$ cat config.mk
export PLATFORM = sky130hd
export DESIGN_NAME = pic_mixed_rle_line_decoder
export DESIGN_NICKNAME = d
export VERILOG_FILES = /design/src/design/pic_rle_pkg.sv /design/src/design/pic_mixed_rle_line_decoder.sv /design/src/design/pic_rle_outq.sv /design/src/design/pic_rle_core.sv
export SDC_FILE = /design/constraint.sdc
export NUM_CORES = 1
export LEC_CHECK = 0
export ABC_AREA = 1
export BUFFER_PORTS_ARGS = -buffer_cell sky130_fd_sc_hd__buf_2
export CELL_PAD_IN_SITES_DETAIL_PLACEMENT = 1
export CELL_PAD_IN_SITES_GLOBAL_PLACEMENT = 2
export CORE_MARGIN = 8
export CORE_UTILIZATION = 41
export CTS_BUF_LIST = sky130_fd_sc_hd__clkbuf_8
export DETAILED_ROUTE_END_ITERATION = 10
export PLACE_DENSITY = 0.92
export SLEW_MARGIN = 20
export SYNTH_ARGS = -nofsm -noshare
export SYNTH_HDL_FRONTEND = slang
export SYNTH_HIERARCHICAL = 1
export SYNTH_SLANG_ARGS = --single-unit
$ cat constraint.sdc
create_clock -name aclk -period 26.7 [get_ports aclk]
set_input_delay 1.335 -clock aclk [delete_from_list [all_inputs] [get_ports aclk]]
set_output_delay 1.335 -clock aclk [all_outputs]
set_load 0.005 [all_outputs]
$ cat src/design/pic_rle_pkg.sv
`default_nettype none

package pic_rle_pkg;

    localparam logic [2:0]  MAX_CHANNELS = 3'd4;
    localparam logic [7:0]  LONG_HEADER  = 8'd128;
    localparam logic [15:0] RUN_BIAS     = 16'd127;

    // register indexes (byte address / 4)
    localparam logic [1:0] REG_LINE_WIDTH       = 2'd0;
    localparam logic [1:0] REG_CHANNEL_COUNT    = 2'd1;
    localparam logic [1:0] REG_COUNT_HIGH_FIRST = 2'd2;

    // result status codes
    localparam logic [1:0] ST_PIXELS     = 2'd0;
    localparam logic [1:0] ST_LINE_DONE  = 2'd1;
    localparam logic [1:0] ST_MID_PACKET = 2'd2;
    localparam logic [1:0] ST_SHORT_LINE = 2'd3;

    typedef enum logic [2:0] {
        PH_HEADER  = 3'd0,
        PH_COUNT_A = 3'd1,
        PH_COUNT_B = 3'd2,
        PH_RUN_PIX = 3'd3,
        PH_RAW_PIX = 3'd4
    } phase_t;

    typedef struct packed {
        logic [7:0] data_byte;
        logic       final_byte;
    } in_item_t;

    typedef struct packed {
        logic [7:0]  chan0;
        logic [7:0]  chan1;
        logic [7:0]  chan2;
        logic [7:0]  chan3;
        logic [15:0] repeat_res;
        logic [15:0] start_pixel;
        logic [1:0]  status;
        logic        last_of_step;
    } out_item_t;

    typedef struct packed {
        logic [15:0] line_width;
        logic [2:0]  channel_count;
        logic        count_high_first;
    } cfg_t;

    // results produced by one input byte
    typedef struct packed {
        logic [1:0] cnt;
        out_item_t  res0;
        out_item_t  res1;
    } push_t;

endpackage

`default_nettype wire

$ cat src/design/pic_mixed_rle_line_decoder.sv
// Mixed run-length scan line decoder.
// Input channel s_*: one compressed byte per item, final_byte marks the last
// byte available. Result channel m_*: pixel results (a pixel value with its
// repeat count and start position in the line) and status results (line
// complete, input ended mid packet, input ended before the line was full).
// Configuration is written over the APB port, by the user only while no item
// is in flight (not enforced): line_width at 0x0, channel_count at 0x4,
// count_high_first at 0x8. A byte's results are queued as it is accepted and
// reach m_* in order. One byte per cycle while s_ready is high; the decode
// state updates in the cycle the byte is taken. A byte that gives two results
// (last pixel plus a status) puts both into the four-entry queue at once.
// s_ready is low while the queue holds three or more results, so a stalled
// receiver stops input once three results wait, and nothing is lost.
// Reset (aresetn low, synchronous) empties the queue, clears the decode state
// to await a packet header at line position zero, and restores the registers
// to line_width 1, channel_count 4, count_high_first 1.
`default_nettype none

module pic_mixed_rle_line_decoder (
    input  wire logic                   aclk,
    input  wire logic                   aresetn,
    input  wire logic                   s_valid,
    output logic                        s_ready,
    input  wire pic_rle_pkg::in_item_t  s_data,
    output logic                        m_valid,
    input  wire logic                   m_ready,
    output pic_rle_pkg::out_item_t      m_data,
    input  wire logic                   psel,
    input  wire logic                   penable,
    input  wire logic                   pwrite,
    input  wire logic [3:0]             paddr,
    input  wire logic [31:0]            pwdata,
    output logic [31:0]                 prdata,
    output logic                        pready
);
    import pic_rle_pkg::*;

    cfg_t  cfg_reg, cfg_next;
    logic  wr_en;
    logic  in_fire;
    logic  room;
    push_t push;

    assign pready  = 1'b1;
    assign wr_en   = psel && penable && pwrite && pready;
    assign s_ready = room;
    assign in_fire = s_valid && s_ready;

    always_comb begin
        cfg_next = cfg_reg;
        if (wr_en) begin
            case (paddr[3:2])
                REG_LINE_WIDTH:       cfg_next.line_width       = pwdata[15:0];
                REG_CHANNEL_COUNT:    cfg_next.channel_count    = pwdata[2:0];
                REG_COUNT_HIGH_FIRST: cfg_next.count_high_first = pwdata[0];
                default:              cfg_next = cfg_reg;
            endcase
        end
    end

    always_comb begin
        case (paddr[3:2])
            REG_LINE_WIDTH:       prdata = {16'd0, cfg_reg.line_width};
            REG_CHANNEL_COUNT:    prdata = {29'd0, cfg_reg.channel_count};
            REG_COUNT_HIGH_FIRST: prdata = {31'd0, cfg_reg.count_high_first};
            default:              prdata = 32'd0;
        endcase
    end

    always_ff @(posedge aclk) begin
        if (!aresetn) begin
            cfg_reg.line_width       <= 16'd1;
            cfg_reg.channel_count    <= 3'd4;
            cfg_reg.count_high_first <= 1'b1;
        end else begin
            cfg_reg <= cfg_next;
        end
    end

    pic_rle_core u_core (
        .aclk    (aclk),
        .aresetn (aresetn),
        .cfg     (cfg_reg),
        .in_fire (in_fire),
        .in_data (s_data),
        .push    (push)
    );

    pic_rle_outq u_outq (
        .aclk    (aclk),
        .aresetn (aresetn),
        .push    (push),
        .room    (room),
        .m_valid (m_valid),
        .m_ready (m_ready),
        .m_data  (m_data)
    );

endmodule

`default_nettype wire

$ cat src/design/pic_rle_outq.sv
`default_nettype none

module pic_rle_outq (
    input  wire logic                  aclk,
    input  wire logic                  aresetn,
    input  wire pic_rle_pkg::push_t    push,
    output logic                       room,
    output logic                       m_valid,
    input  wire logic                  m_ready,
    output pic_rle_pkg::out_item_t     m_data
);
    import pic_rle_pkg::*;

    out_item_t  mem_reg [4];
    logic [1:0] wr_ptr_reg, wr_ptr_next;
    logic [1:0] rd_ptr_reg, rd_ptr_next;
    logic [2:0] count_reg, count_next;
    logic       pop;

    assign m_valid = (count_reg != 3'd0);
    assign m_data  = mem_reg[rd_ptr_reg];
    assign pop     = m_valid && m_ready;
    // one byte may add two results
    assign room    = (count_reg <= 3'd2);

    always_comb begin
        wr_ptr_next = wr_ptr_reg + push.cnt;
        rd_ptr_next = rd_ptr_reg + {1'b0, pop};
        count_next  = count_reg + {1'b0, push.cnt} - {2'b00, pop};
    end

    always_ff @(posedge aclk) begin
        if (!aresetn) begin
            wr_ptr_reg <= 2'd0;
            rd_ptr_reg <= 2'd0;
            count_reg  <= 3'd0;
        end else begin
            wr_ptr_reg <= wr_ptr_next;
            rd_ptr_reg <= rd_ptr_next;
            count_reg  <= count_next;
        end
    end

    always_ff @(posedge aclk) begin
        if (push.cnt != 2'd0) begin
            mem_reg[wr_ptr_reg] <= push.res0;
        end
        if (push.cnt == 2'd2) begin
            mem_reg[wr_ptr_reg + 2'd1] <= push.res1;
        end
    end

endmodule

`default_nettype wire

$ cat src/design/pic_rle_core.sv
`default_nettype none

module pic_rle_core (
    input  wire logic                  aclk,
    input  wire logic                  aresetn,
    input  wire pic_rle_pkg::cfg_t     cfg,
    input  wire logic                  in_fire,
    input  wire pic_rle_pkg::in_item_t in_data,
    output pic_rle_pkg::push_t         push
);
    import pic_rle_pkg::*;

    phase_t      phase_reg, phase_next;
    logic [15:0] run_count_reg, run_count_next;
    logic [1:0]  chan_idx_reg, chan_idx_next;
    logic [31:0] pix_val_reg, pix_val_next;
    logic [15:0] pix_done_reg, pix_done_next;
    logic [7:0]  raw_left_reg, raw_left_next;

    logic [2:0]  nch;
    logic [15:0] width;
    logic [7:0]  b;
    logic [1:0]  ci_inc;
    logic [31:0] pix_acc;
    logic        pix_fire;
    logic [15:0] left;
    logic [15:0] run_n;
    logic        done_line;
    logic        pix_valid;
    logic [15:0] pix_rep;
    logic        st_valid;
    logic [1:0]  st_code;
    out_item_t   pix_res;
    out_item_t   st_res;

    always_comb begin
        if (cfg.channel_count == 3'd0) begin
            nch = 3'd1;
        end else if (cfg.channel_count > MAX_CHANNELS) begin
            nch = MAX_CHANNELS;
        end else begin
            nch = cfg.channel_count;
        end
        width   = (cfg.line_width == 16'd0) ? 16'd1 : cfg.line_width;
        b       = in_data.data_byte;
        ci_inc  = chan_idx_reg + 2'd1;
        pix_acc = pix_val_reg | ({24'd0, b} << {chan_idx_reg, 3'b000});
        left    = (pix_done_reg < width) ? (width - pix_done_reg) : 16'd0;
        run_n   = (run_count_reg < left) ? run_count_reg : left;
    end

    // next state
    always_comb begin
        phase_next     = phase_reg;
        run_count_next = run_count_reg;
        chan_idx_next  = chan_idx_reg;
        pix_val_next   = pix_val_reg;
        pix_done_next  = pix_done_reg;
        raw_left_next  = raw_left_reg;
        pix_fire       = 1'b0;
        pix_valid      = 1'b0;
        pix_rep        = 16'd0;
        done_line      = 1'b0;
        st_valid       = 1'b0;
        st_code        = ST_PIXELS;

        if (in_fire) begin
            case (phase_reg)
                PH_HEADER: begin
                    chan_idx_next = 2'd0;
                    pix_val_next  = 32'd0;
                    if (b < LONG_HEADER) begin
                        raw_left_next = b + 8'd1;
                        phase_next    = PH_RAW_PIX;
                    end else if (b == LONG_HEADER) begin
                        run_count_next = 16'd0;
                        phase_next     = PH_COUNT_A;
                    end else begin
                        run_count_next = {8'd0, b} - RUN_BIAS;
                        phase_next     = PH_RUN_PIX;
                    end
                end
                PH_COUNT_A: begin
                    run_count_next = cfg.count_high_first ? {b, 8'd0} : {8'd0, b};
                    phase_next     = PH_COUNT_B;
                end
                PH_COUNT_B: begin
                    run_count_next = cfg.count_high_first ? {run_count_reg[15:8], b}
                                                          : {b, run_count_reg[7:0]};
                    chan_idx_next  = 2'd0;
                    pix_val_next   = 32'd0;
                    phase_next     = PH_RUN_PIX;
                end
                PH_RUN_PIX, PH_RAW_PIX: begin
                    pix_val_next  = pix_acc;
                    chan_idx_next = ci_inc;
                    pix_fire      = ({1'b0, ci_inc} >= nch) || (ci_inc == 2'd0);
                end
                default: begin
                    phase_next     = PH_HEADER;
                    run_count_next = 16'd0;
                    chan_idx_next  = 2'd0;
                    pix_val_next   = 32'd0;
                    pix_done_next  = 16'd0;
                    raw_left_next  = 8'd0;
                end
            endcase

            if (pix_fire) begin
                chan_idx_next = 2'd0;
                pix_val_next  = 32'd0;
                if (phase_reg == PH_RUN_PIX) begin
                    // run is clipped to what is left of the line
                    if (run_n != 16'd0) begin
                        pix_valid     = 1'b1;
                        pix_rep       = run_n;
                        pix_done_next = pix_done_reg + run_n;
                    end
                    phase_next = PH_HEADER;
                    done_line  = (pix_done_next >= width);
                end else begin
                    if (left != 16'd0) begin
                        pix_valid     = 1'b1;
                        pix_rep       = 16'd1;
                        pix_done_next = pix_done_reg + 16'd1;
                    end
                    raw_left_next = raw_left_reg - 8'd1;
                    if (raw_left_next == 8'd0) begin
                        phase_next = PH_HEADER;
                        done_line  = (pix_done_next >= width);
                    end
                end
            end

            if (done_line) begin
                st_valid = 1'b1;
                st_code  = ST_LINE_DONE;
            end else if (in_data.final_byte) begin
                st_valid = 1'b1;
                st_code  = (phase_next != PH_HEADER) ? ST_MID_PACKET : ST_SHORT_LINE;
            end

            // status ends the line: decoding restarts fresh
            if (st_valid) begin
                phase_next     = PH_HEADER;
                run_count_next = 16'd0;
                chan_idx_next  = 2'd0;
                pix_val_next   = 32'd0;
                pix_done_next  = 16'd0;
                raw_left_next  = 8'd0;
            end
        end
    end

    // result assembly
    always_comb begin
        pix_res.chan0        = pix_acc[7:0];
        pix_res.chan1        = pix_acc[15:8];
        pix_res.chan2        = pix_acc[23:16];
        pix_res.chan3        = pix_acc[31:24];
        pix_res.repeat_res   = pix_rep;
        pix_res.start_pixel  = pix_done_reg;
        pix_res.status       = ST_PIXELS;
        pix_res.last_of_step = !st_valid;

        st_res              = '0;
        st_res.status       = st_code;
        st_res.last_of_step = 1'b1;

        push.cnt  = {1'b0, pix_valid} + {1'b0, st_valid};
        push.res0 = pix_valid ? pix_res : st_res;
        push.res1 = st_res;
    end

    always_ff @(posedge aclk) begin
        if (!aresetn) begin
            phase_reg     <= PH_HEADER;
            run_count_reg <= 16'd0;
            chan_idx_reg  <= 2'd0;
            pix_val_reg   <= 32'd0;
            pix_done_reg  <= 16'd0;
            raw_left_reg  <= 8'd0;
        end else begin
            phase_reg     <= phase_next;
            run_count_reg <= run_count_next;
            chan_idx_reg  <= chan_idx_next;
            pix_val_reg   <= pix_val_next;
            pix_done_reg  <= pix_done_next;
            raw_left_reg  <= raw_left_next;
        end
    end

endmodule

`default_nettype wire

Yosys cells after proc, flatten, opt, wreduce, memory -nomap -nowiden
Memories as Yosys holds them, arrays and structs flattened. A register that Yosys moved wholly into a read port is not among the register bits.
Cells that the tools add are included.
{ "totals": {"ff_bits": 104, "latchBits": 0, "mem_bits_rw": 268, "romBits": 0, "out_inout_bits": 102, "mem_count": 1} }
{ "classes": {"addsub": 13, "mul": 0, "div_mod_pow": 0, "n_lt_le_gt_ge": 8, "n_eq_ne": 13, "shift": 1, "mux": 73, "bitwise_logic": 1, "reduce_logical": 26} }
{ "memory_table": {"columns": ["memory", "depth", "width", "read_ports", "rd_clocked_by_memory_dff", "write_ports", "line", "text"], "rows": [
  ["u_outq.mem_reg", 4, 67, 1, 1, 2, "pic_rle_outq.sv:14", "out_item_t mem_reg [4];"]
]} }
{ "op_table": {"columns": ["cell", "n"], "rows": [
  ["16-bit 2-to-1 mux", 24],
  ["67-bit 2-to-1 mux", 1],
  ["32-bit 2-to-1 mux", 2],
  ["16-bit case mux with 4 select lines", 1],
  ["32-bit case mux with 2 select lines", 1],
  ["16-bit case mux with 3 select lines", 1],
  ["16-bit greater-or-equal comparator", 2],
  ["16-bit < comparator", 2],
  ["8-bit 2-to-1 mux", 4],
  ["32-bit OR", 1],
  ["16-bit nonzero test", 2],
  ["8-bit by 5-bit left shift with 32-bit output", 1],
  ["3-bit 2-to-1 mux", 8],
  ["1-bit 2-to-1 mux", 21],
  ["16-bit by 1-bit adder with 16-bit output, second input constant", 1],
  ["16-bit adder", 1],
  ["16-bit zero test", 1],
  ["8-bit case mux with 2 select lines", 1],
  ["16-bit subtractor", 1],
  ["2-bit 2-to-1 mux", 7],
  ["3-bit case mux with 4 select lines", 1],
  ["8-bit by 7-bit subtractor with 9-bit output, second input constant", 1],
  ["8-bit by 1-bit adder with 8-bit output, second input constant", 1],
  ["8-bit == test, second input constant", 1],
  ["other kinds (34)", 48]
]} }

Longest topological paths before layout
Gate-level depths: netlist of the first run.
{ "depth": {"ltp_word": 22, "mapped_depth": 66, "ltp_nobuf": 64} }

By module
The synthesis of the first run kept the hierarchy.
{ "by_module_without_submodules": {"columns": ["module", "instances", "cells_each", "area_per_inst_um2", "seq_area_each_um2"], "rows": [
  ["pic_rle_outq", 1, 1371, 13281.5, 8187.9],
  ["pic_rle_core", 1, 1527, 9332.7, 1541.5],
  ["pic_mixed_rle_line_decoder", 1, 186, 1212.4, 400.4]
]} }

Worst setup path after synthesis of the first run
OpenSTA, ideal clock, no wires.
{ "synth_path": {"path_kind": "flip-flop to flip-flop", "from": "reg cfg_reg[6] in the netlist's numbering", "to": "mem u_outq/mem_reg[3][0] in the netlist's numbering (enable)", "setup_ns": 0.591, "t_arrival_ns": 12.687, "required_time_ns": 26.109, "path_slack_ns": 13.421, "stages_incl_launch_ff": 57, "synth_period_minus_slack_ns": 13.279, "path_cell_list": "dfxtp_1 > inv_1 > nand2_1 > nor4_1 > a31oi_1 > ha_1 > inv_1 > fa_1 > nand4_1 > nand2_2 > inv_1 > o21bai_1 > nand3_1 > nand3_1 > or2_2 > nand3_1 > ha_1 > nand2_1 > (+21 left out) > a21oi_1 > nor2_1 > nor2_1 > xor2_1 > o21ai_0 > ha_1 > nand2_1 > o21ai_0 > a2111oi_0 > nand2_2 > nand2_4 > nand2_4 > nand2_4 > inv_2 > buf_4 > ha_1 > nor2_1 > o31ai_1"} }
{ "synth_lines": {"columns": ["element", "line", "text"], "rows": [
  ["start: declaration", "pic_mixed_rle_line_decoder.sv:38", "cfg_t cfg_reg, cfg_next;"],
  ["start signal: assignment", "pic_mixed_rle_line_decoder.sv:76", "cfg_reg <= cfg_next;"],
  ["end: declaration", "pic_rle_outq.sv:14", null]
]} }

==> run_results.csv, run 1 <==
group,metric,value,unit
power,static-leakage-power,9.69,nW
grt,grt_pass1_wl,122000,um
sta,slew_headroom,20.6,%
floorplan,ioPinCount,154,
finish,drive_gt1_share,9.66,%
floorplan,initial_core_util,41.4,%
setup_path,crit_path_end,"u_outq/mem_reg[0][11]",
sta,tns,0,ns
grt,grt_max_degree,108,
route,wl_per_cell,19.9,um
grt,grt_remaining_overflow,0,
synthesis,ys_types,54,
synthesis,avgSynthCellArea,7.73,um2
placement,dp_hpwl,53400,um
finish,nFillCells,7170,
grt,grt_pass1_vias,22200,
floorplan,core_area,57600,um2
clocking,cts_tree,"yes",
sta,fmax,78.4,MHz
sta,final_hold_viol_count,0,
route,first_pass_iters,7,
clocking,post_cts_buffers,0,
clocking,clk_pin_slew_worst_paths,0.06,ns
setup_path,slowest_stage,"nand2_4",
clocking,clock-sinks,372,
route,drt_iter0_drc,1222,
synthesis,synth_cells,3084,
floorplan,die_h,257,um
sta,finalClockSkew,0.0366,ns
clocking,worstSkewPairLatency,0.66,ns
setup_path,r2r-start,"cfg_reg[6]",
outcome,status,"finished, final reports clean",
sta,period_minus_slack,12.76,ns
setup_path,start_kind,"register",
setup_path,cp-end-kind,"register",
sta,max_slew.worst_pin.slew,1.16,ns
power,vdd_drop_max,0.0476,mV
sta,fin_crit_sh,47.8,%
setup_path,r2r_cells,57,
synthesis,ys_warn_count,6,
synthesis,async_reset_ff_share,0,%
grt,track_usage,23.0,%
grt,antenna_found_initial,1,
clocking,root_buffer,"clkbuf_8",
setup_path,worstReg2RegEnd,"u_outq/mem_reg[0][11]",
power,pwr-share-seq,32.0,%
clocking,h-tree-depth,3,
power,pwr-share-comb,43.3,%
synthesis,synth-seq-area-share,42.5,%
floorplan,die_area,66100,um2
setup_path,ff2ff_setup_slack,13.94,ns
route,vias,21400,
route,route.detailed.drc,0,
sta,grt_setup_unrepaired,"false",
synthesis,synth_enable_flop_cells,268,
finish,largest_reg_flops,268,
route,vias_per_cell,5.47,
placement,place.gp.congestion,0.846,
route,antenna_left,0,
setup_path,cpPeakStageDelay,0.88,ns
finish,synthToLayoutAreaGrowth,7.49,%
floorplan,num_rows,88,
finish,nets,3246,
synthesis,syn_area,23800,um2
sta,setup_viol,0,
power,p_switching,0.000935,W
power,clkPwrFrac,24.7,%
clocking,hold_buffers,0,
sta,finalHoldWorstSlack,0.450,ns
floorplan,die_w,257,um
hold_path,hold_path.class,"register to register",
setup_path,worstSetupStartpoint,"cfg_reg[6]",
power,internal_power,0.00124,W
clocking,cts_buffers,68,
clocking,ctsResizeCount,0,
power,switching_share,43.0,%
placement,port_buffers,118,
sta,slew_violations,0,
synthesis,ys_seq_elements,372,
setup_path,cp.required,26.99,ns
setup_path,arrival,13.05,ns
clocking,clockBufferDepth,3,
run,max_cap_viol_count,0,
route,drt_wl_total,78200,um
power,cellPowerDensity,84.9,nW/um2
setup_path,cp_max_fo,66,
setup_path,critPathMostFrequentCell,"nand2_1",
setup_path,crit_type,"register to register",
synthesis,synth-main-ff-cell,"edfxtp_1",
-- layer usage --
| layer | GRT usage [%] | vias to the layer above | part of all wire [%] |
|---|---|---|---|
| li1 | - | 10300 | - |
| met1 | 30.0 | 10500 | 45 |
| met2 | 39.2 | 523 | 48 |
| met3 | 3.30 | 125 | 4.5 |
| met4 | 6.74 | 0 | 2.2 |
| met5 | 0 | - | 0 |
-- stage by stage --
stage | utilization [%] | cell area, um2 | power [W] | setup slack (ns) | std cells
final | 44.5 | 25600 | 0.00217 | 13.94 | 3922
after global routing | 44.5 | 25600 | 0.00233 | 12.86 | 3921
after CTS | 44.5 | 25600 | 0.00219 | 13.92 | 3921
after detailed placement | 42.1 | 24300 | 0.00164 | 13.99 | 3796
after global placement | 42.1 | 24300 | 0.00161 | 14.32 | 3796
after floorplan | - | 24100 | 0.00135 | 13.42 | 3162
-- cells in the final DEF (no fill, tap or decap), drive strengths merged, types with 3 or more instances in the layout --
cell type | synthesis | final
o22ai | 71 | 71
conb | 4 | 82
xnor2 | 7 | 7
o311ai | 7 | 7
nor3 | 27 | 27
a31oi | 12 | 12
o211ai | 4 | 4
a2111oi | 3 | 3
clkinv | 7 | 20
nand3 | 136 | 136
nor2 | 369 | 369
xor2 | 29 | 29
a211oi | 20 | 20
o21ai | 516 | 516
o21bai | 5 | 5
edfxtp | 268 | 268
a22o | 3 | 3
inv | 313 | 346
buf | 147 | 137
nand2 | 624 | 624
ha | 90 | 90
o31ai | 5 | 5
nand4 | 18 | 18
nand3b | 4 | 4
nor4 | 7 | 7
fa | 3 | 3
or2 | 6 | 6
a21oi | 124 | 124
clkbuf | 121 | 77
dfxtp | 104 | 104
a22oi | 4 | 4
o221ai | 22 | 22
-- Yosys cell counts (5+ instances only) --
| cell type | n | area (um2) |
|---|---|---|
| nand2_1 | 601 | 2260 |
| o21ai_0 | 387 | 1940 |
| nor2_1 | 361 | 1360 |
| inv_1 | 303 | 1140 |
| edfxtp_1 | 268 | 8050 |
| nand3_1 | 131 | 656 |
| o21ai_1 | 129 | 646 |
| a21oi_1 | 123 | 616 |
| clkbuf_1 | 118 | 443 |
| dfxtp_1 | 104 | 2080 |
| ha_1 | 90 | 1130 |
| buf_4 | 88 | 661 |
| o22ai_1 | 71 | 444 |
| buf_6 | 33 | 372 |
| xor2_1 | 29 | 254 |
| nor3_1 | 27 | 135 |
| buf_2 | 24 | 120 |
| o221ai_1 | 22 | 193 |
| nand2_2 | 16 | 100 |
| nand4_1 | 16 | 100 |
| a31oi_1 | 12 | 75.1 |
| a211oi_1 | 11 | 82.6 |
| inv_2 | 10 | 37.5 |
| a211oi_2 | 9 | 113 |
| nand2_4 | 7 | 78.8 |
| nor4_1 | 7 | 43.8 |
| o311ai_0 | 7 | 61.3 |
| xnor2_1 | 7 | 61.3 |
| clkinv_1 | 6 | 22.5 |
| or2_2 | 6 | 37.5 |
| nor2_2 | 5 | 31.3 |
| o21bai_1 | 5 | 37.5 |
| o31ai_1 | 5 | 37.5 |
-- cells by family (layout without fill, tap and decap cells) --
kind of cell / after synthesis / after routing / share of synthesized area [%]
buffers and inverters: 588 / 582 / 11.8
other: 4 / 83 / 0.0630
adders and majority gates: 93 / 93 / 4.98
and+or+nand+nor: 1192 / 1192 / 20.8
xor gates and xnor gates: 36 / 36 / 1.32
DFF: 372 / 372 / 42.5
AOI/OAI and AO/OA: 799 / 799 / 18.5
-- worst min path at each step --
| stage | start | endpoint | slack (ns) | cells past startpoint |
|---|---|---|---|---|
| floorplan | u_core/pix_val_reg[18] | u_core/pix_val_reg[18] | 0.42 | 2 |
| global placement | u_core/pix_val_reg[18] | u_core/pix_val_reg[18] | 0.43 | 2 |
| detailed placement | u_core/pix_val_reg[18] | u_core/pix_val_reg[18] | 0.44 | 2 |
| CTS | u_core/pix_val_reg[18] | u_core/pix_val_reg[18] | 0.45 | 2 |
| global route | u_core/pix_val_reg[18] | u_core/pix_val_reg[18] | 0.47 | 2 |
| finish | u_core/pix_val_reg[0] | u_core/pix_val_reg[0] | 0.45 | 2 |
-- area by class of cell --
class	count	area, um2	area share [%]
Tap cell	765	957	3.74
Clock inverter	48	282	1.10
Clock buffer	77	1060	4.14
Sequential cell	372	10100	39.6
Antenna cell	1	2.50	0.00977
Multi-Input combinational cell	2202	11200	43.9
Timing Repair Buffer	137	737	2.88
Inverter	320	1200	4.70
-- worst max-delay path: cells and delay by family, from the launching register on --
family / cells / cell delay, ns
XOR/XNOR: 1 / 0.08
AO/OA/AOI/OAI: 14 / 3.56
adder cells (fa/ha/maj): 6 / 2.12
buffers and inverters: 7 / 1.34
flip-flops: 1 / 0.51
AND/OR/NAND/NOR: 29 / 4.72
-- power groups by stage --
stage / clock network [W] / registers (W) / logic, W
floorplan: 0 / 0.000685 / 0.000665
global placement: 0 / 0.000706 / 0.000902
detailed placement: 0 / 0.000709 / 0.000934
CTS: 0.000551 / 0.000697 / 0.000939
global route: 0.000573 / 0.000702 / 0.00105
finish: 0.000537 / 0.000697 / 0.000940
(Power assumes the default switching activity.)
==> run 2: changes to the inputs <==
--- a/config.mk
+++ b/config.mk
@@ -5,15 +5,15 @@
 export SDC_FILE = /design/constraint.sdc
 export NUM_CORES = 1
 export LEC_CHECK = 0
-export ABC_AREA = 1
+export ABC_AREA = 0
 export BUFFER_PORTS_ARGS = -buffer_cell sky130_fd_sc_hd__buf_2
 export CELL_PAD_IN_SITES_DETAIL_PLACEMENT = 1
 export CELL_PAD_IN_SITES_GLOBAL_PLACEMENT = 2
 export CORE_MARGIN = 8
-export CORE_UTILIZATION = 41
+export CORE_UTILIZATION = 39
 export CTS_BUF_LIST = sky130_fd_sc_hd__clkbuf_8
 export DETAILED_ROUTE_END_ITERATION = 10
-export PLACE_DENSITY = 0.92
+export PLACE_DENSITY = 0.83
 export SLEW_MARGIN = 20
 export SYNTH_ARGS = -nofsm -noshare
 export SYNTH_HDL_FRONTEND = slang
==> constraint.sdc (replaced) <==
create_clock -name aclk -period 11.7 [get_ports aclk]
set_input_delay 0.585 -clock aclk [delete_from_list [all_inputs] [get_ports aclk]]
set_output_delay 0.585 -clock aclk [all_outputs]
set_load 0.005 [all_outputs]
==> run_results.csv, run 2 <==
group,metric,value,unit
sta,fin_crit_sh,95.3,%
sta,grt_setup_unrepaired,"false",
setup_path,arrival,11.69,ns
sta,finalClockSkew,0.0445,ns
power,cellPowerDensity,134,nW/um2
synthesis,synth-seq-area-share,42.5,%
route,first_pass_iters,6,
floorplan,num_rows,90,
synthesis,synth_common_cells,"268 x edfxtp_1, 208 x mux2_2, 159 x nor2_1, 140 x nand2_1, 131 x a21oi_1",
sta,final_hold_viol_count,0,
power,clkPwrFrac,33.2,%
run,max_cap_viol_count,0,
finish,synthToLayoutAreaGrowth,13.6,%
clocking,worstSkewPairLatency,0.64,ns
floorplan,ioPinCount,154,
setup_path,crit_type,"register to register",
route,route.detailed.drc,0,
sta,slew_headroom,30.9,%
synthesis,synth_enable_flop_cells,268,
power,pwr-share-comb,25.0,%
grt,grt_remaining_overflow,0,
grt,grt_max_degree,60,
synthesis,ys_types,89,
floorplan,die_area,69200,um2
setup_path,slowest_stage,"nor4_1",
power,internal_power,0.00248,W
synthesis,async_reset_ff_share,0,%
route,vias,17600,
route,drt_wl_total,74500,um
placement,dpl_worst_slack,0.375,ns
setup_path,cpPeakStageDelay,0.57,ns
placement,port_buffers,118,
synthesis,synth_top_area_cell,"edfxtp_1",
sta,timing.final.ws_setup,0.550,ns
clocking,root_buffer,"clkbuf_8",
synthesis,avgSynthCellArea,11.1,um2
outcome,status,"finished, final reports clean",
grt,grt_pass1_vias,18900,
route,wl_per_cell,23.8,um
synthesis,synth_top_area_share,33.8,%
floorplan,die_w,263,um
power,pwr-share-seq,41.8,%
finish,final_cells,3134,
power,vdd_drop_max,0.0882,mV
clocking,cts_buffers,68,
route,antenna_left,0,
power,switching_share,31.7,%
synthesis,yosys.cell_count.top_type,"edfxtp_1",
synthesis,ys_seq_elements,372,
setup_path,cp_max_fo,9,
finish,final_util,44.8,%
placement,place.gp.congestion,0.875,
clocking,h-tree-depth,3,
synthesis,syn_area,23800,um2
setup_path,cp-end-kind,"register",
synthesis,synth_cells,2141,
power,static-leakage-power,10.6,nW
setup_path,start_kind,"register",
power,power,0.00363,W
finish,drive_gt1_share,30.2,%
clocking,clock-sinks,372,
placement,dp_hpwl,52600,um
sta,fmax,89.7,MHz
hold_path,hold_path.class,"input pin to register",
finish,final_common_cell,"edfxtp_1",
sta,max_slew.worst_pin.slew,1.01,ns
grt,grt_pass1_wl,114000,um
finish,nets,2445,
sta,period_minus_slack,11.15,ns
synthesis,ys_warn_count,6,
power,p_switching,0.00115,W
sta,setup_viol,0,
clocking,post_cts_buffers,0,
clocking,clk_pin_slew_worst_paths,0.06,ns
floorplan,core_area,60400,um2
setup_path,cp.required,12.24,ns
synthesis,synth-main-ff-cell,"edfxtp_1",
synthesis,synth_area_leaders,"edfxtp_1 34%, mux2_2 9.8%, dfxtp_1 8.7%, mux4_2 6.3%, ha_1 4.7%",
finish,largest_reg_flops,268,
route,vias_per_cell,5.63,
placement,dp_cells,3012,
clocking,cts_tree,"yes",
route,drt_iter0_drc,1042,
finish,mostFrequentLayoutCells,"268 x edfxtp_1, 208 x mux2_2, 157 x nor2_1",
clocking,clockBufferDepth,3,
sta,slew_violations,0,
floorplan,initial_core_util,39.5,%
grt,antenna_found_initial,1,
floorplan,die_h,263,um
sta,tns,0,ns
grt,track_usage,20.8,%
-- run 2: layout make-up --
cell class / count / area [um2]
Fill cell: 6564 / 33300
Multi-Input combinational cell: 1553 / 12500
Sequential cell: 372 / 10100
Timing Repair Buffer: 240 / 1950
Clock buffer: 78 / 1070
Tap cell: 782 / 978
Inverter: 65 / 244
Clock inverter: 43 / 225
Antenna cell: 1 / 2.50
-- run 2: path summary, 6_finish.rpt --
check | from | to | slack (ns) | depth (start not counted)
worst min register to register | u_core/pix_val_reg[31] | u_core/pix_val_reg[31] | 0.47 | 2
worst max register to register | cfg_reg[5] | u_outq/count_reg[2] | 0.55 | 47
worst max-delay path | cfg_reg[5] | u_outq/count_reg[2] | 0.55 | 47
worst min-delay path | pwdata[13] | cfg_reg[17] | 0.19 | 3
-- run 2: layer usage --
metal  share of wire, %  up-vias  GRT usage [%]
li1                   -     8148              -
met1                 44     8987           26.4
met2                 49      389           36.5
met3                4.2      109           2.91
met4                2.3        0           6.58
met5                  0        -              0
-- run 2: timing repair --
action | 4_1_cts | 5_1_grt
endpoints found under the hold margin | 0 | 0
resized for setup | 0 | 7
hold buffers | 0 | 0
endpoints found under the setup margin | 0 | 496
-- run 2: metrics by stage --
stage          cell area [um2]  hold WS [ns]
4_1_cts                  27000         0.141
3_5_place_dp             25700         0.455
3_3_place_gp             25700         0.447
2_1_floorplan            24100         0.438
6_report                 27100         0.193
5_1_grt                  27100         0.187
-- run 2: kinds of logic (layout without fill, tap and decap cells) --
kind of cell,after synthesis,count (layout),synth area share (%)
compound gates,396,396,10.9
buf+inv,294,426,6.74
other cells,4,83,0.0630
simple gates,570,570,12.1
xor+xnor,36,36,1.47
mux,376,376,21.2
flops,372,372,42.5
fa+ha+maj,93,93,4.98
-- run 2: worst max-delay path: cells and delay by family (launching register included) --
kind	cells	cell delay [ns]
buffers and inverters	8	1.29
adder cells (fa/ha/maj)	8	2.43
AO/OA/AOI/OAI	21	4.74
AND/OR/NAND/NOR	9	1.91
XOR/XNOR	1	0.35
flip-flops	1	0.31
-- run 2: power by group through the flow --
stage,clock [W],sequential (W),combinational [W]
2_1_floorplan,0,0.00151,0.000607
5_1_grt,0.00129,0.00153,0.000978
3_5_place_dp,0,0.00155,0.000905
4_1_cts,0.00124,0.00152,0.000909
6_report,0.00120,0.00152,0.000907
3_3_place_gp,0,0.00154,0.000893
==> run 3: changes to the inputs <==
--- a/config.mk
+++ b/config.mk
@@ -13,7 +13,7 @@
 export CORE_UTILIZATION = 39
 export CTS_BUF_LIST = sky130_fd_sc_hd__clkbuf_8
 export DETAILED_ROUTE_END_ITERATION = 10
-export PLACE_DENSITY = 0.83
+export PLACE_DENSITY_LB_ADDON = 0.2
 export SLEW_MARGIN = 20
 export SYNTH_ARGS = -nofsm -noshare
 export SYNTH_HDL_FRONTEND = slang
==> run_results.csv, run 3 (synthesized netlist as in run 2, its figures left out) <==
group,metric,value,unit
route,drt_iter0_drc,1136,
sta,final_hold_viol_count,0,
sta,max_slew.worst_pin.slew,1.08,ns
setup_path,start_kind,"register",
grt,track_usage,21.4,%
route,drt_wl_total,75900,um
floorplan,die_area,69200,um2
clocking,clk_pin_slew_worst_paths,0.06,ns
run,max_cap_viol_count,0,
grt,grt_pass1_wl,115000,um
power,cellPowerDensity,136,nW/um2
finish,nets,2433,
clocking,cts_buffers,70,
route,vias,17400,
placement,dp_hpwl,52700,um
setup_path,slowest_stage,"dfxtp_1",
sta,fmax,89.4,MHz
setup_path,worstSetupStartpoint,"cfg_reg[17]",
finish,synthToLayoutAreaGrowth,12.8,%
power,internal_power,0.00247,W
finish,mostFrequentLayoutCells,"268 x edfxtp_1, 208 x mux2_2, 158 x nor2_1",
power,switching_share,32.1,%
route,first_pass_iters,5,
clocking,root_buffer,"clkbuf_8",
setup_path,r2r-start,"cfg_reg[17]",
route,wl_per_cell,24.3,um
finish,largest_reg_flops,268,
floorplan,core_area,60400,um2
floorplan,initial_core_util,39.5,%
setup_path,cpPeakStageDelay,0.47,ns
power,pwr-share-seq,41.9,%
setup_path,arrival,11.56,ns
floorplan,num_rows,90,
clocking,ctsResizeCount,0,
finish,drive_gt1_share,29.8,%
route,vias_per_cell,5.57,
power,power,0.00364,W
clocking,hold_buffers,0,
grt,grt_remaining_overflow,0,
placement,place.gp.congestion,0.866,
placement,port_buffers,118,
sta,fin_crit_sh,95.6,%
hold_path,hold_path.class,"input pin to register",
power,clkPwrFrac,34.0,%
grt,antenna_found_initial,2,
clocking,worstSkewPairLatency,0.65,ns
setup_path,crit_type,"register to register",
sta,slew_violations,0,
placement,dpl_worst_slack,0.329,ns
sta,slew_headroom,26.1,%
clocking,h-tree-depth,3,
placement,dp_cells,2998,
route,antenna_left,0,
sta,period_minus_slack,11.19,ns
sta,setup_viol,0,
power,vdd_drop_max,0.0695,mV
power,p_switching,0.00117,W
grt,grt_max_degree,58,
finish,final_util,44.5,%
clocking,post_cts_buffers,0,
setup_path,cp_max_fo,22,
power,pwr-share-comb,24.1,%
grt,grt_pass1_vias,18700,
clocking,clock-sinks,372,
setup_path,critPathMostFrequentCell,"ha_1",
route,route.detailed.drc,0,
clocking,clockBufferDepth,3,
setup_path,cp.required,12.07,ns
setup_path,ff2ff_setup_slack,0.51,ns
sta,timing.final.ws_setup,0.509,ns
setup_path,cp-end-kind,"register",
power,static-leakage-power,10.5,nW
setup_path,worstReg2RegEnd,"u_outq/mem_reg[1][56]",
floorplan,ioPinCount,154,
floorplan,die_h,263,um
outcome,status,"finished, final reports clean",
sta,finalClockSkew,0.0352,ns
floorplan,die_w,263,um
setup_path,crit_path_end,"u_outq/mem_reg[1][56]",
setup_path,r2r_cells,47,
clocking,cts_tree,"yes",
finish,final_cells,3126,
finish,final_common_cell,"edfxtp_1",
==> run 3: critical path: cells and delay by family, from the launching register on <==
family | cells | cell delay [ns]
flops | 1 | 0.47
buf+inv | 7 | 1.22
xor+xnor | 1 | 0.19
mux | 1 | 0.34
compound gates | 19 | 4.33
simple gates | 13 | 2.39
fa+ha+maj | 6 | 1.95
==> run 3: power groups by stage <==
| stage | combinational, W | clock, W | sequential (W) |
|---|---|---|---|
| floorplan | 0.000607 | 0 | 0.00151 |
| global placement | 0.000871 | 0 | 0.00155 |
| detailed placement | 0.000881 | 0 | 0.00156 |
| CTS | 0.000883 | 0.00128 | 0.00153 |
| global route | 0.000957 | 0.00133 | 0.00154 |
| finish | 0.000878 | 0.00124 | 0.00153 |
==> run 3: cell type report <==
class / count / area, um2
Inverter: 65 / 244
Clock inverter: 48 / 277
Multi-Input combinational cell: 1553 / 12500
Timing Repair Buffer: 226 / 1700
Antenna cell: 4 / 10.0
Sequential cell: 372 / 10100
Clock buffer: 76 / 1050
Fill cell: 6610 / 33500
Tap cell: 782 / 978
==> run 3: per-layer routing <==
metal / up-vias / track usage, % / part of all wire [%]
met2: 382 / 35.0 / 47
met3: 124 / 3.51 / 4.8
met4: 0 / 7.53 / 3.0
li1: 8129 / - / -
met1: 8788 / 28.5 / 46
met5: - / 0 / 0
==> run 3: how the worst min path moves through the flow <==
stage	start	to	slack, ns	cells after the start
4_1_cts	pwdata[8]	cfg_reg[12]	0.12	3
3_5_place_dp	u_core/pix_val_reg[20]	u_core/pix_val_reg[20]	0.46	2
2_1_floorplan	u_core/pix_val_reg[0]	u_core/pix_val_reg[0]	0.44	2
3_3_place_gp	u_core/pix_val_reg[7]	u_core/pix_val_reg[7]	0.45	2
6_report	pwdata[8]	cfg_reg[12]	0.17	3
5_1_grt	pwdata[11]	cfg_reg[15]	0.17	3
==> run 3: metrics by stage <==
step                      setup TNS, ns  cell area, um2  hold slack (ns)
after floorplan                       0           24100            0.438
after global placement                0           25500            0.448
after detailed placement              0           25500            0.457
after CTS                             0           26800            0.118
after global routing           -0.00128           26900            0.168
final                                 0           26900            0.175
